[src/sv/div64_pkg.sv]
`default_nettype none
// ----------------------------------------------------------------------------
// div64_pkg: shared types and constants for the iterative divider
// Holds the operation select bit positions and the command and status
// structures that join the controller and the datapath.
// ----------------------------------------------------------------------------
package div64_pkg;

  localparam int FUNC_W = 2;

  // Bit positions inside the operation select.
  localparam int FUNC_REM_BIT    = 0;
  localparam int FUNC_SIGNED_BIT = 1;

  typedef struct packed {
    logic load;
    logic prep;
    logic step;
    logic finish;
  } div_cmd_t;

  typedef struct packed {
    logic div_zero;
  } div_status_t;

endpackage
`default_nettype wire

[src/sv/div64_ctrl.sv]
`default_nettype none
// ----------------------------------------------------------------------------
// div64_ctrl: divider sequencing state machine
// Steps through operand preparation, one quotient bit per cycle and the sign
// fix-up, and raises the result strobe for one cycle at the end.
// ----------------------------------------------------------------------------
module div64_ctrl #(
  parameter int DATA_WIDTH = 64
) (
  input  wire logic                      clk,
  input  wire logic                      rst_n,
  input  wire logic                      start,
  output logic                           busy,
  output logic                           out_valid,
  output div64_pkg::div_cmd_t            cmd,
  input  wire div64_pkg::div_status_t    status
);
  import div64_pkg::*;

  localparam int CNT_W = (DATA_WIDTH > 1) ? $clog2(DATA_WIDTH) : 1;

  localparam logic [1:0] ST_IDLE = 2'd0;
  localparam logic [1:0] ST_PREP = 2'd1;
  localparam logic [1:0] ST_DIV  = 2'd2;
  localparam logic [1:0] ST_FIX  = 2'd3;

  logic [1:0]       state_r;
  logic [1:0]       state_nxt;
  logic [CNT_W-1:0] cnt_r;
  logic [CNT_W-1:0] cnt_nxt;
  logic             valid_r;
  logic             valid_nxt;

  always_comb begin
    state_nxt  = state_r;
    cnt_nxt    = cnt_r;
    valid_nxt  = 1'b0;
    cmd        = '0;
    unique case (state_r)
      ST_IDLE: begin
        if (start) begin
          cmd.load  = 1'b1;
          state_nxt = ST_PREP;
        end
      end
      ST_PREP: begin
        cmd.prep  = 1'b1;
        cnt_nxt   = CNT_W'(DATA_WIDTH - 1);
        state_nxt = status.div_zero ? ST_FIX : ST_DIV;
      end
      ST_DIV: begin
        cmd.step = 1'b1;
        cnt_nxt  = cnt_r - 1'b1;
        if (cnt_r == '0) begin
          state_nxt = ST_FIX;
        end
      end
      ST_FIX: begin
        cmd.finish = 1'b1;
        valid_nxt  = 1'b1;
        state_nxt  = ST_IDLE;
      end
      default: begin
        state_nxt = ST_IDLE;
      end
    endcase
  end

  always_ff @(posedge clk) begin
    if (!rst_n) begin
      state_r <= ST_IDLE;
      cnt_r   <= '0;
      valid_r <= 1'b0;
    end else begin
      state_r <= state_nxt;
      cnt_r   <= cnt_nxt;
      valid_r <= valid_nxt;
    end
  end

  assign busy      = (state_r != ST_IDLE);
  assign out_valid = valid_r;

  a_strobe_single: assert property (@(posedge clk) disable iff (!rst_n)
    out_valid |=> !out_valid)
    else $error("result strobe held longer than one cycle");

  a_done_strobe: assert property (@(posedge clk) disable iff (!rst_n)
    $fell(busy) |-> out_valid)
    else $error("transaction ended without a result strobe");

  a_accept_busy: assert property (@(posedge clk) disable iff (!rst_n)
    (start && !busy) |=> (busy && !out_valid))
    else $error("accepted transaction did not start");

  a_no_strobe_busy: assert property (@(posedge clk) disable iff (!rst_n)
    out_valid |-> !busy)
    else $error("result strobe while a transaction is in progress");

endmodule
`default_nettype wire

[src/sv/div64_dp.sv]
`default_nettype none
// ----------------------------------------------------------------------------
// div64_dp: divider datapath
// Holds the operands, takes magnitudes for signed operations, runs the
// restoring shift-subtract step and applies the sign to the chosen result.
// ----------------------------------------------------------------------------
module div64_dp #(
  parameter int DATA_WIDTH = 64
) (
  input  wire logic                              clk,
  input  wire div64_pkg::div_cmd_t               cmd,
  output div64_pkg::div_status_t                 status,
  input  wire logic [div64_pkg::FUNC_W-1:0]      in_func,
  input  wire logic [DATA_WIDTH-1:0]             in_dividend,
  input  wire logic [DATA_WIDTH-1:0]             in_divisor,
  output logic [DATA_WIDTH-1:0]                  result
);
  import div64_pkg::*;

  localparam int W = DATA_WIDTH;

  logic [FUNC_W-1:0] func_r;
  logic [W-1:0]      quo_r;
  logic [W-1:0]      quo_nxt;
  logic [W-1:0]      dvs_r;
  logic [W-1:0]      dvs_nxt;
  logic [W-1:0]      rem_r;
  logic [W-1:0]      rem_nxt;
  logic [W-1:0]      res_r;
  logic [W-1:0]      res_nxt;
  logic              a_neg_r;
  logic              b_neg_r;
  logic              zero_r;
  logic              is_signed;
  logic [W+1:0]      diff;
  logic [W:0]        shifted;
  logic              qbit;
  logic [W-1:0]      pick;
  logic              neg_res;

  assign is_signed       = func_r[FUNC_SIGNED_BIT];
  assign status.div_zero = (dvs_r == '0);
  assign shifted         = {rem_r, quo_r[W-1]};
  assign diff            = {1'b0, shifted} - {2'b00, dvs_r};
  assign qbit            = ~diff[W+1];

  always_comb begin
    quo_nxt = quo_r;
    dvs_nxt = dvs_r;
    rem_nxt = rem_r;
    res_nxt = res_r;
    pick    = func_r[FUNC_REM_BIT] ? rem_r : quo_r;
    neg_res = func_r[FUNC_REM_BIT] ? (is_signed && a_neg_r)
                                   : (is_signed && (a_neg_r != b_neg_r));
    if (cmd.load) begin
      quo_nxt = in_dividend;
      dvs_nxt = in_divisor;
    end else if (cmd.prep) begin
      rem_nxt = '0;
      if (is_signed && quo_r[W-1]) begin
        quo_nxt = '0 - quo_r;
      end
      if (is_signed && dvs_r[W-1]) begin
        dvs_nxt = '0 - dvs_r;
      end
    end else if (cmd.step) begin
      quo_nxt = {quo_r[W-2:0], qbit};
      rem_nxt = qbit ? diff[W-1:0] : shifted[W-1:0];
    end else if (cmd.finish) begin
      if (zero_r) begin
        res_nxt = '0;
      end else if (neg_res) begin
        res_nxt = '0 - pick;
      end else begin
        res_nxt = pick;
      end
    end
  end

  always_ff @(posedge clk) begin
    if (cmd.load) begin
      func_r <= in_func;
    end
    if (cmd.prep) begin
      a_neg_r <= is_signed && quo_r[W-1];
      b_neg_r <= is_signed && dvs_r[W-1];
      zero_r  <= (dvs_r == '0);
    end
    quo_r <= quo_nxt;
    dvs_r <= dvs_nxt;
    rem_r <= rem_nxt;
    res_r <= res_nxt;
  end

  assign result = res_r;

endmodule
`default_nettype wire

[src/sv/divider_64_signed_unsigned.sv]
`default_nettype none
// ----------------------------------------------------------------------------
// divider_64_signed_unsigned: iterative signed and unsigned integer divider
// Sequence: the preparation state takes the operand magnitudes, one
// shift-subtract step per quotient bit follows, then the sign fix-up state
// sets the result and the strobe is registered; a zero divisor skips the steps.
// A new transaction may be accepted in the cycle of the strobe, not before.
// The receiver cannot stall the result.
// Reset (rst_n, synchronous, active low) returns the controller to idle.
// ----------------------------------------------------------------------------
module divider_64_signed_unsigned #(
  parameter int DATA_WIDTH = 64
) (
  input  wire logic                          clk,
  input  wire logic                          rst_n,
  input  wire logic                          start,
  output logic                               busy,
  input  wire logic [div64_pkg::FUNC_W-1:0]  in_func,
  input  wire logic [63:0]                   in_dividend,
  input  wire logic [63:0]                   in_divisor,
  output logic                               out_valid,
  output logic [63:0]                        out_result
);
  import div64_pkg::*;

  div_cmd_t              cmd;
  div_status_t           status;
  logic [DATA_WIDTH-1:0] result;

  div64_ctrl #(
    .DATA_WIDTH(DATA_WIDTH)
  ) u_ctrl (
    .clk       (clk),
    .rst_n     (rst_n),
    .start     (start),
    .busy      (busy),
    .out_valid (out_valid),
    .cmd       (cmd),
    .status    (status)
  );

  div64_dp #(
    .DATA_WIDTH(DATA_WIDTH)
  ) u_dp (
    .clk         (clk),
    .cmd         (cmd),
    .status      (status),
    .in_func     (in_func),
    .in_dividend (in_dividend[DATA_WIDTH-1:0]),
    .in_divisor  (in_divisor[DATA_WIDTH-1:0]),
    .result      (result)
  );

  assign out_result = 64'(result);

endmodule
`default_nettype wire
[config.mk]
export PLATFORM = sky130hd
export DESIGN_NAME = divider_64_signed_unsigned
export DESIGN_NICKNAME = d
export VERILOG_FILES = /design/src/sv/div64_pkg.sv /design/src/sv/div64_ctrl.sv /design/src/sv/div64_dp.sv /design/src/sv/divider_64_signed_unsigned.sv
export SDC_FILE = /design/constraint.sdc
export NUM_CORES = 1
export LEC_CHECK = 0
export BUFFER_PORTS_ARGS = -buffer_cell sky130_fd_sc_hd__buf_2
export CAP_MARGIN = 20
export CELL_PAD_IN_SITES_DETAIL_PLACEMENT = 0
export CELL_PAD_IN_SITES_GLOBAL_PLACEMENT = 1
export CORE_ASPECT_RATIO = 2
export CORE_MARGIN = 2
export CORE_UTILIZATION = 47
export DETAILED_ROUTE_END_ITERATION = 7
export GPL_ROUTABILITY_DRIVEN = 0
export MAX_ROUTING_LAYER = met4
export PLACE_DENSITY = 0.79
export SLEW_MARGIN = 20
export SYNTH_ARGS = -nofsm -noshare
export SYNTH_HDL_FRONTEND = slang
export SYNTH_SLANG_ARGS = --single-unit
[constraint.sdc]
create_clock -name clk -period 6.3 [get_ports clk]
set_input_delay 0.63 -clock clk [delete_from_list [all_inputs] [get_ports clk]]
set_output_delay 0.63 -clock clk [all_outputs]
set_load 0.05 [all_outputs]
==> impl_metrics.yaml <==
clock_tree:
  cts_inserted_buffers: 27
  cts_hold_buf: 0
  cts_buffer_depth: 3
  ctsHtreeMaxLevel: 1
  cts_tree: "done"
  ctsResizeCount: 0
  cts_setup_buffers: 0
  cts_sinks: 270
  clk_pin_slew_ps: 70
  clk_latency_ps: 570
  clockRootBuffer: "clkbuf_16"
outcome:
  status: "finished clean"
global_routing:
  track_usage: 0.281
  first_global_vias: 18300
  grt_antenna_before_repair: 0
  grt_first_pass_wirelength_microns: 100000
  grt_max_degree: 101
  grt_overflow_total: 0
power:
  clkPwrFrac: 0.107
  p_leak_nw: 8.74
  power_switching_w: 0.00772
  p_int_w: 0.00791
  ir_drop_mv: 0.463
  seq_power_share: 0.294
  p_per_area_nw_per_um2: 684
  comb_power_share: 0.599
  switching_share: 0.494
  total_power_w: 0.0156
logic_synthesis:
  synth_edf_count: 261
  synth_xor_area_frac: 0.0763
  synth_fa_ha_area_frac: 0.0458
  syn-num-nets: 2567
  synth.largest_area_cell: "edfxtp_1"
  ys.flop_type: "edfxtp_1"
  avgSynthCellArea_sq_um: 8.76
  synth_top_area_share: 0.379
  synth_cell_types: 83
  ys_ff_latch: 270
  synthCells: 2359
  ys_seq_area_frac: 0.388
  synth.area.mux_share: 0.0571
  synth_top_family_by_area: "simple AND/OR/NAND/NOR gates"
  netlist_top_cells_area: "edfxtp_1, nor2_1, mux2i_1, xnor2_1, a21oi_1"
  synth_compound_area_frac: 0.186
  synthSimpleGateAreaFrac: 0.198
  async_reset_ff_frac: 0
  yosys_warnings: 0
  syn_area_sq_um: 20700
sta:
  hold_slack_ps: 281
  min_period_ps: 4690
  worstMarginPinSlew_ps: 1050
  finClkSkew_ps: 12.4
  setup_viol: 0
  timing.setup.tns_ps: 0
  drv_slew: 0
  fmax_mhz: 213
  period_share: 0.744
  grt_setup_unrepaired: "false"
  slew_headroom: 0.298
  hold_viol_final: 0
cells_and_area:
  drive_gt1_frac: 0.128
  fin_util: 0.526
  fillers: 4060
  stdcell_area_sq_um: 22800
  syn_to_final_growth_pct: 10.5
  antennaDiodeCount: 0
  final_nets: 2667
worst_setup_path:
  cp.arrival_ps: 4980
  slowest_delay_ps: 590
  reg2reg_to: "u_dp.rem_r[15]$_SDFFCE_PN0P_"
  r2r_slack_ps: 1610
  cp-end-kind: "register"
  timing.rr.start: "u_dp.rem_r[7]$_SDFFCE_PN0P_"
  worstSetupPathType: "reg -> reg"
  timing.critical_path.mode_cell: "nor3_1"
  path_max_fanout: 58
  crit_required_ps: 6590
  cp-start-kind: "register"
  ff2ff_path_depth: 13
  cpMaxStageDelayCell: "nor2_4"
  path_cells: "ha_1, nand2_1, o21ai_0, a311oi_1, a2111oi_1, buf_4, nor3_1, nor4b_1, nor3_1, nor2_4, buf_12, mux2i_1, nor2_1"
routing:
  via_per_inst: 6.06
  drc: 0
  drt_iter0_markers: 1353
  firstDrtPassIters: 7
  wl_per_cell_microns: 21.3
  dr_total_vias: 18400
  wl_microns: 64500
  antenna_left: 0
flow_run:
  max_cap_viol_count: 0
floorplanning:
  die_w_microns: 152
  die_area_sq_um: 45700
  num_io_pins: 199
  core_area_sq_um: 43400
  num_rows: 108
  start_util: 0.476
  die_y_microns: 300
placed_design:
  portBuffers: 198
  dpl-instance-area_sq_um: 21900
  dpl.hpwl_microns: 49700
hold_path:
  hold_depth: 1
  holdPathEnd: "u_dp.func_r[1]$_DFFE_PP_"
  holdCritStartpoint: "in_func[1]"
  hold_class: "in -> reg"
-- area by class of cell --
class	instances	area [sq um]	share of cell area
multi-input combinational	1838	11700	0.512
sequential	270	8020	0.351
timing repair buffer	221	1180	0.0515
tap	550	688	0.0301
clock buffer	30	687	0.0301
inverter	101	382	0.0167
clock inverter	19	201	0.00882
-- worst max-delay path, delay by kind of cell, from the launching register on --
| kind | cells | cell delay, ps |
|---|---|---|
| flip-flops | 1 | 450 |
| AND/OR/NAND/NOR | 6 | 1610 |
| adder cells (fa/ha/maj) | 1 | 460 |
| multiplexers | 1 | 230 |
| buffers and inverters | 2 | 570 |
| AO/OA/AOI/OAI | 3 | 990 |
-- flip-flops by register name, summed over array words and instances, names as in the netlist --
| register | flops |
|---|---|
| u_ctrl.out_valid | 1 |
| u_dp.dvs_r | 64 |
| u_ctrl.state_r | 2 |
| u_dp.func_r | 2 |
| u_dp.a_neg_r | 1 |
| u_dp.quo_r | 64 |
| u_ctrl.cnt_r | 6 |
| u_dp.result | 64 |
| u_dp.zero_r | 1 |
| u_dp.b_neg_r | 1 |
| u_dp.rem_r | 64 |
-- power by group through the flow --
stage,sequential [W],combinational (W),clock (W)
after floorplan,0.00413,0.00716,0
after global placement,0.00454,0.00911,0
after detailed placement,0.00458,0.00926,0
after CTS,0.00454,0.00930,0.00170
after global routing,0.00469,0.0103,0.00175
final,0.00459,0.00936,0.00167
-- cells in the final DEF (no fill, tap or decap), types with 27 or more instances in the layout --
master / n
buf_2: 198
nor3_1: 75
nand2_1: 194
ha_1: 72
o211ai_1: 28
a21oi_1: 189
nand4_1: 27
mux2i_1: 110
xnor2_1: 120
a21o_1: 38
edfxtp_1: 261
clkbuf_16: 27
o21ai_0: 138
or3_1: 27
inv_1: 100
nand3_1: 51
xor2_1: 60
nor2_1: 320
-- cells in the mapped netlist, types with 10 or more instances --
library cell / n
nor2_1: 321
edfxtp_1: 261
nand2_1: 195
a21oi_1: 190
o21ai_0: 138
xnor2_1: 120
clkbuf_1: 117
mux2i_1: 110
inv_1: 101
nor3_1: 75
ha_1: 74
xor2_1: 60
nand3_1: 51
a21o_1: 39
o211ai_1: 28
nand4_1: 27
or3_1: 27
nand2b_1: 26
nor4_1: 26
a211oi_1: 23
nor3b_1: 19
o21a_1: 19
o31ai_1: 18
a31oi_1: 17
o21bai_1: 17
buf_2: 16
o2111ai_1: 16
o22ai_1: 13
or4_1: 13
buf_1: 11
o311ai_0: 11
o32ai_1: 11
nor2b_1: 10
or2_2: 10
-- worst max-delay path by stage --
stage                                 start                       endpoint  slack, ps  cells past startpoint
3_5_place_dp   u_dp.rem_r[10]$_SDFFCE_PN0P_   u_dp.rem_r[15]$_SDFFCE_PN0P_       1700                     13
3_3_place_gp   u_dp.rem_r[10]$_SDFFCE_PN0P_   u_dp.rem_r[12]$_SDFFCE_PN0P_       1850                     13
2_1_floorplan      u_dp.func_r[0]$_DFFE_PP_  u_dp.result[56]$_SDFFCE_PP0P_       1200                     21
4_1_cts        u_dp.rem_r[10]$_SDFFCE_PN0P_   u_dp.rem_r[15]$_SDFFCE_PN0P_       1680                     13
6_report        u_dp.rem_r[7]$_SDFFCE_PN0P_   u_dp.rem_r[15]$_SDFFCE_PN0P_       1610                     13
5_1_grt         u_dp.rem_r[7]$_SDFFCE_PN0P_    u_dp.rem_r[3]$_SDFFCE_PN0P_       1320                     13
-- stage by stage --
| step | std cells | worst slack (ps) |
|---|---|---|
| after floorplan | 2359 | 1200 |
| after global placement | 2980 | 1850 |
| after detailed placement | 2980 | 1700 |
| after CTS | 3029 | 1680 |
| after global routing | 3029 | 1320 |
| final | 3029 | 1610 |
-- cells by family (layout without fill, tap and decap cells) --
| kind of cell | after synthesis | count (layout) |
|---|---|---|
| AOI/OAI and AO/OA | 606 | 606 |
| DFF | 270 | 270 |
| and+or+nand+nor | 860 | 860 |
| muxes | 117 | 117 |
| adders and majority gates | 75 | 75 |
| buffers and inverters | 251 | 371 |
| xor gates and xnor gates | 180 | 180 |
-- routing by layer --
metal  routed length [microns]  GRT usage
met3                      3250     0.0253
met2                     33200      0.503
met1                     24500      0.314
met4                      3550      0.140
met5                         0          -
Note: power is estimated with default switching activity, not from simulation.
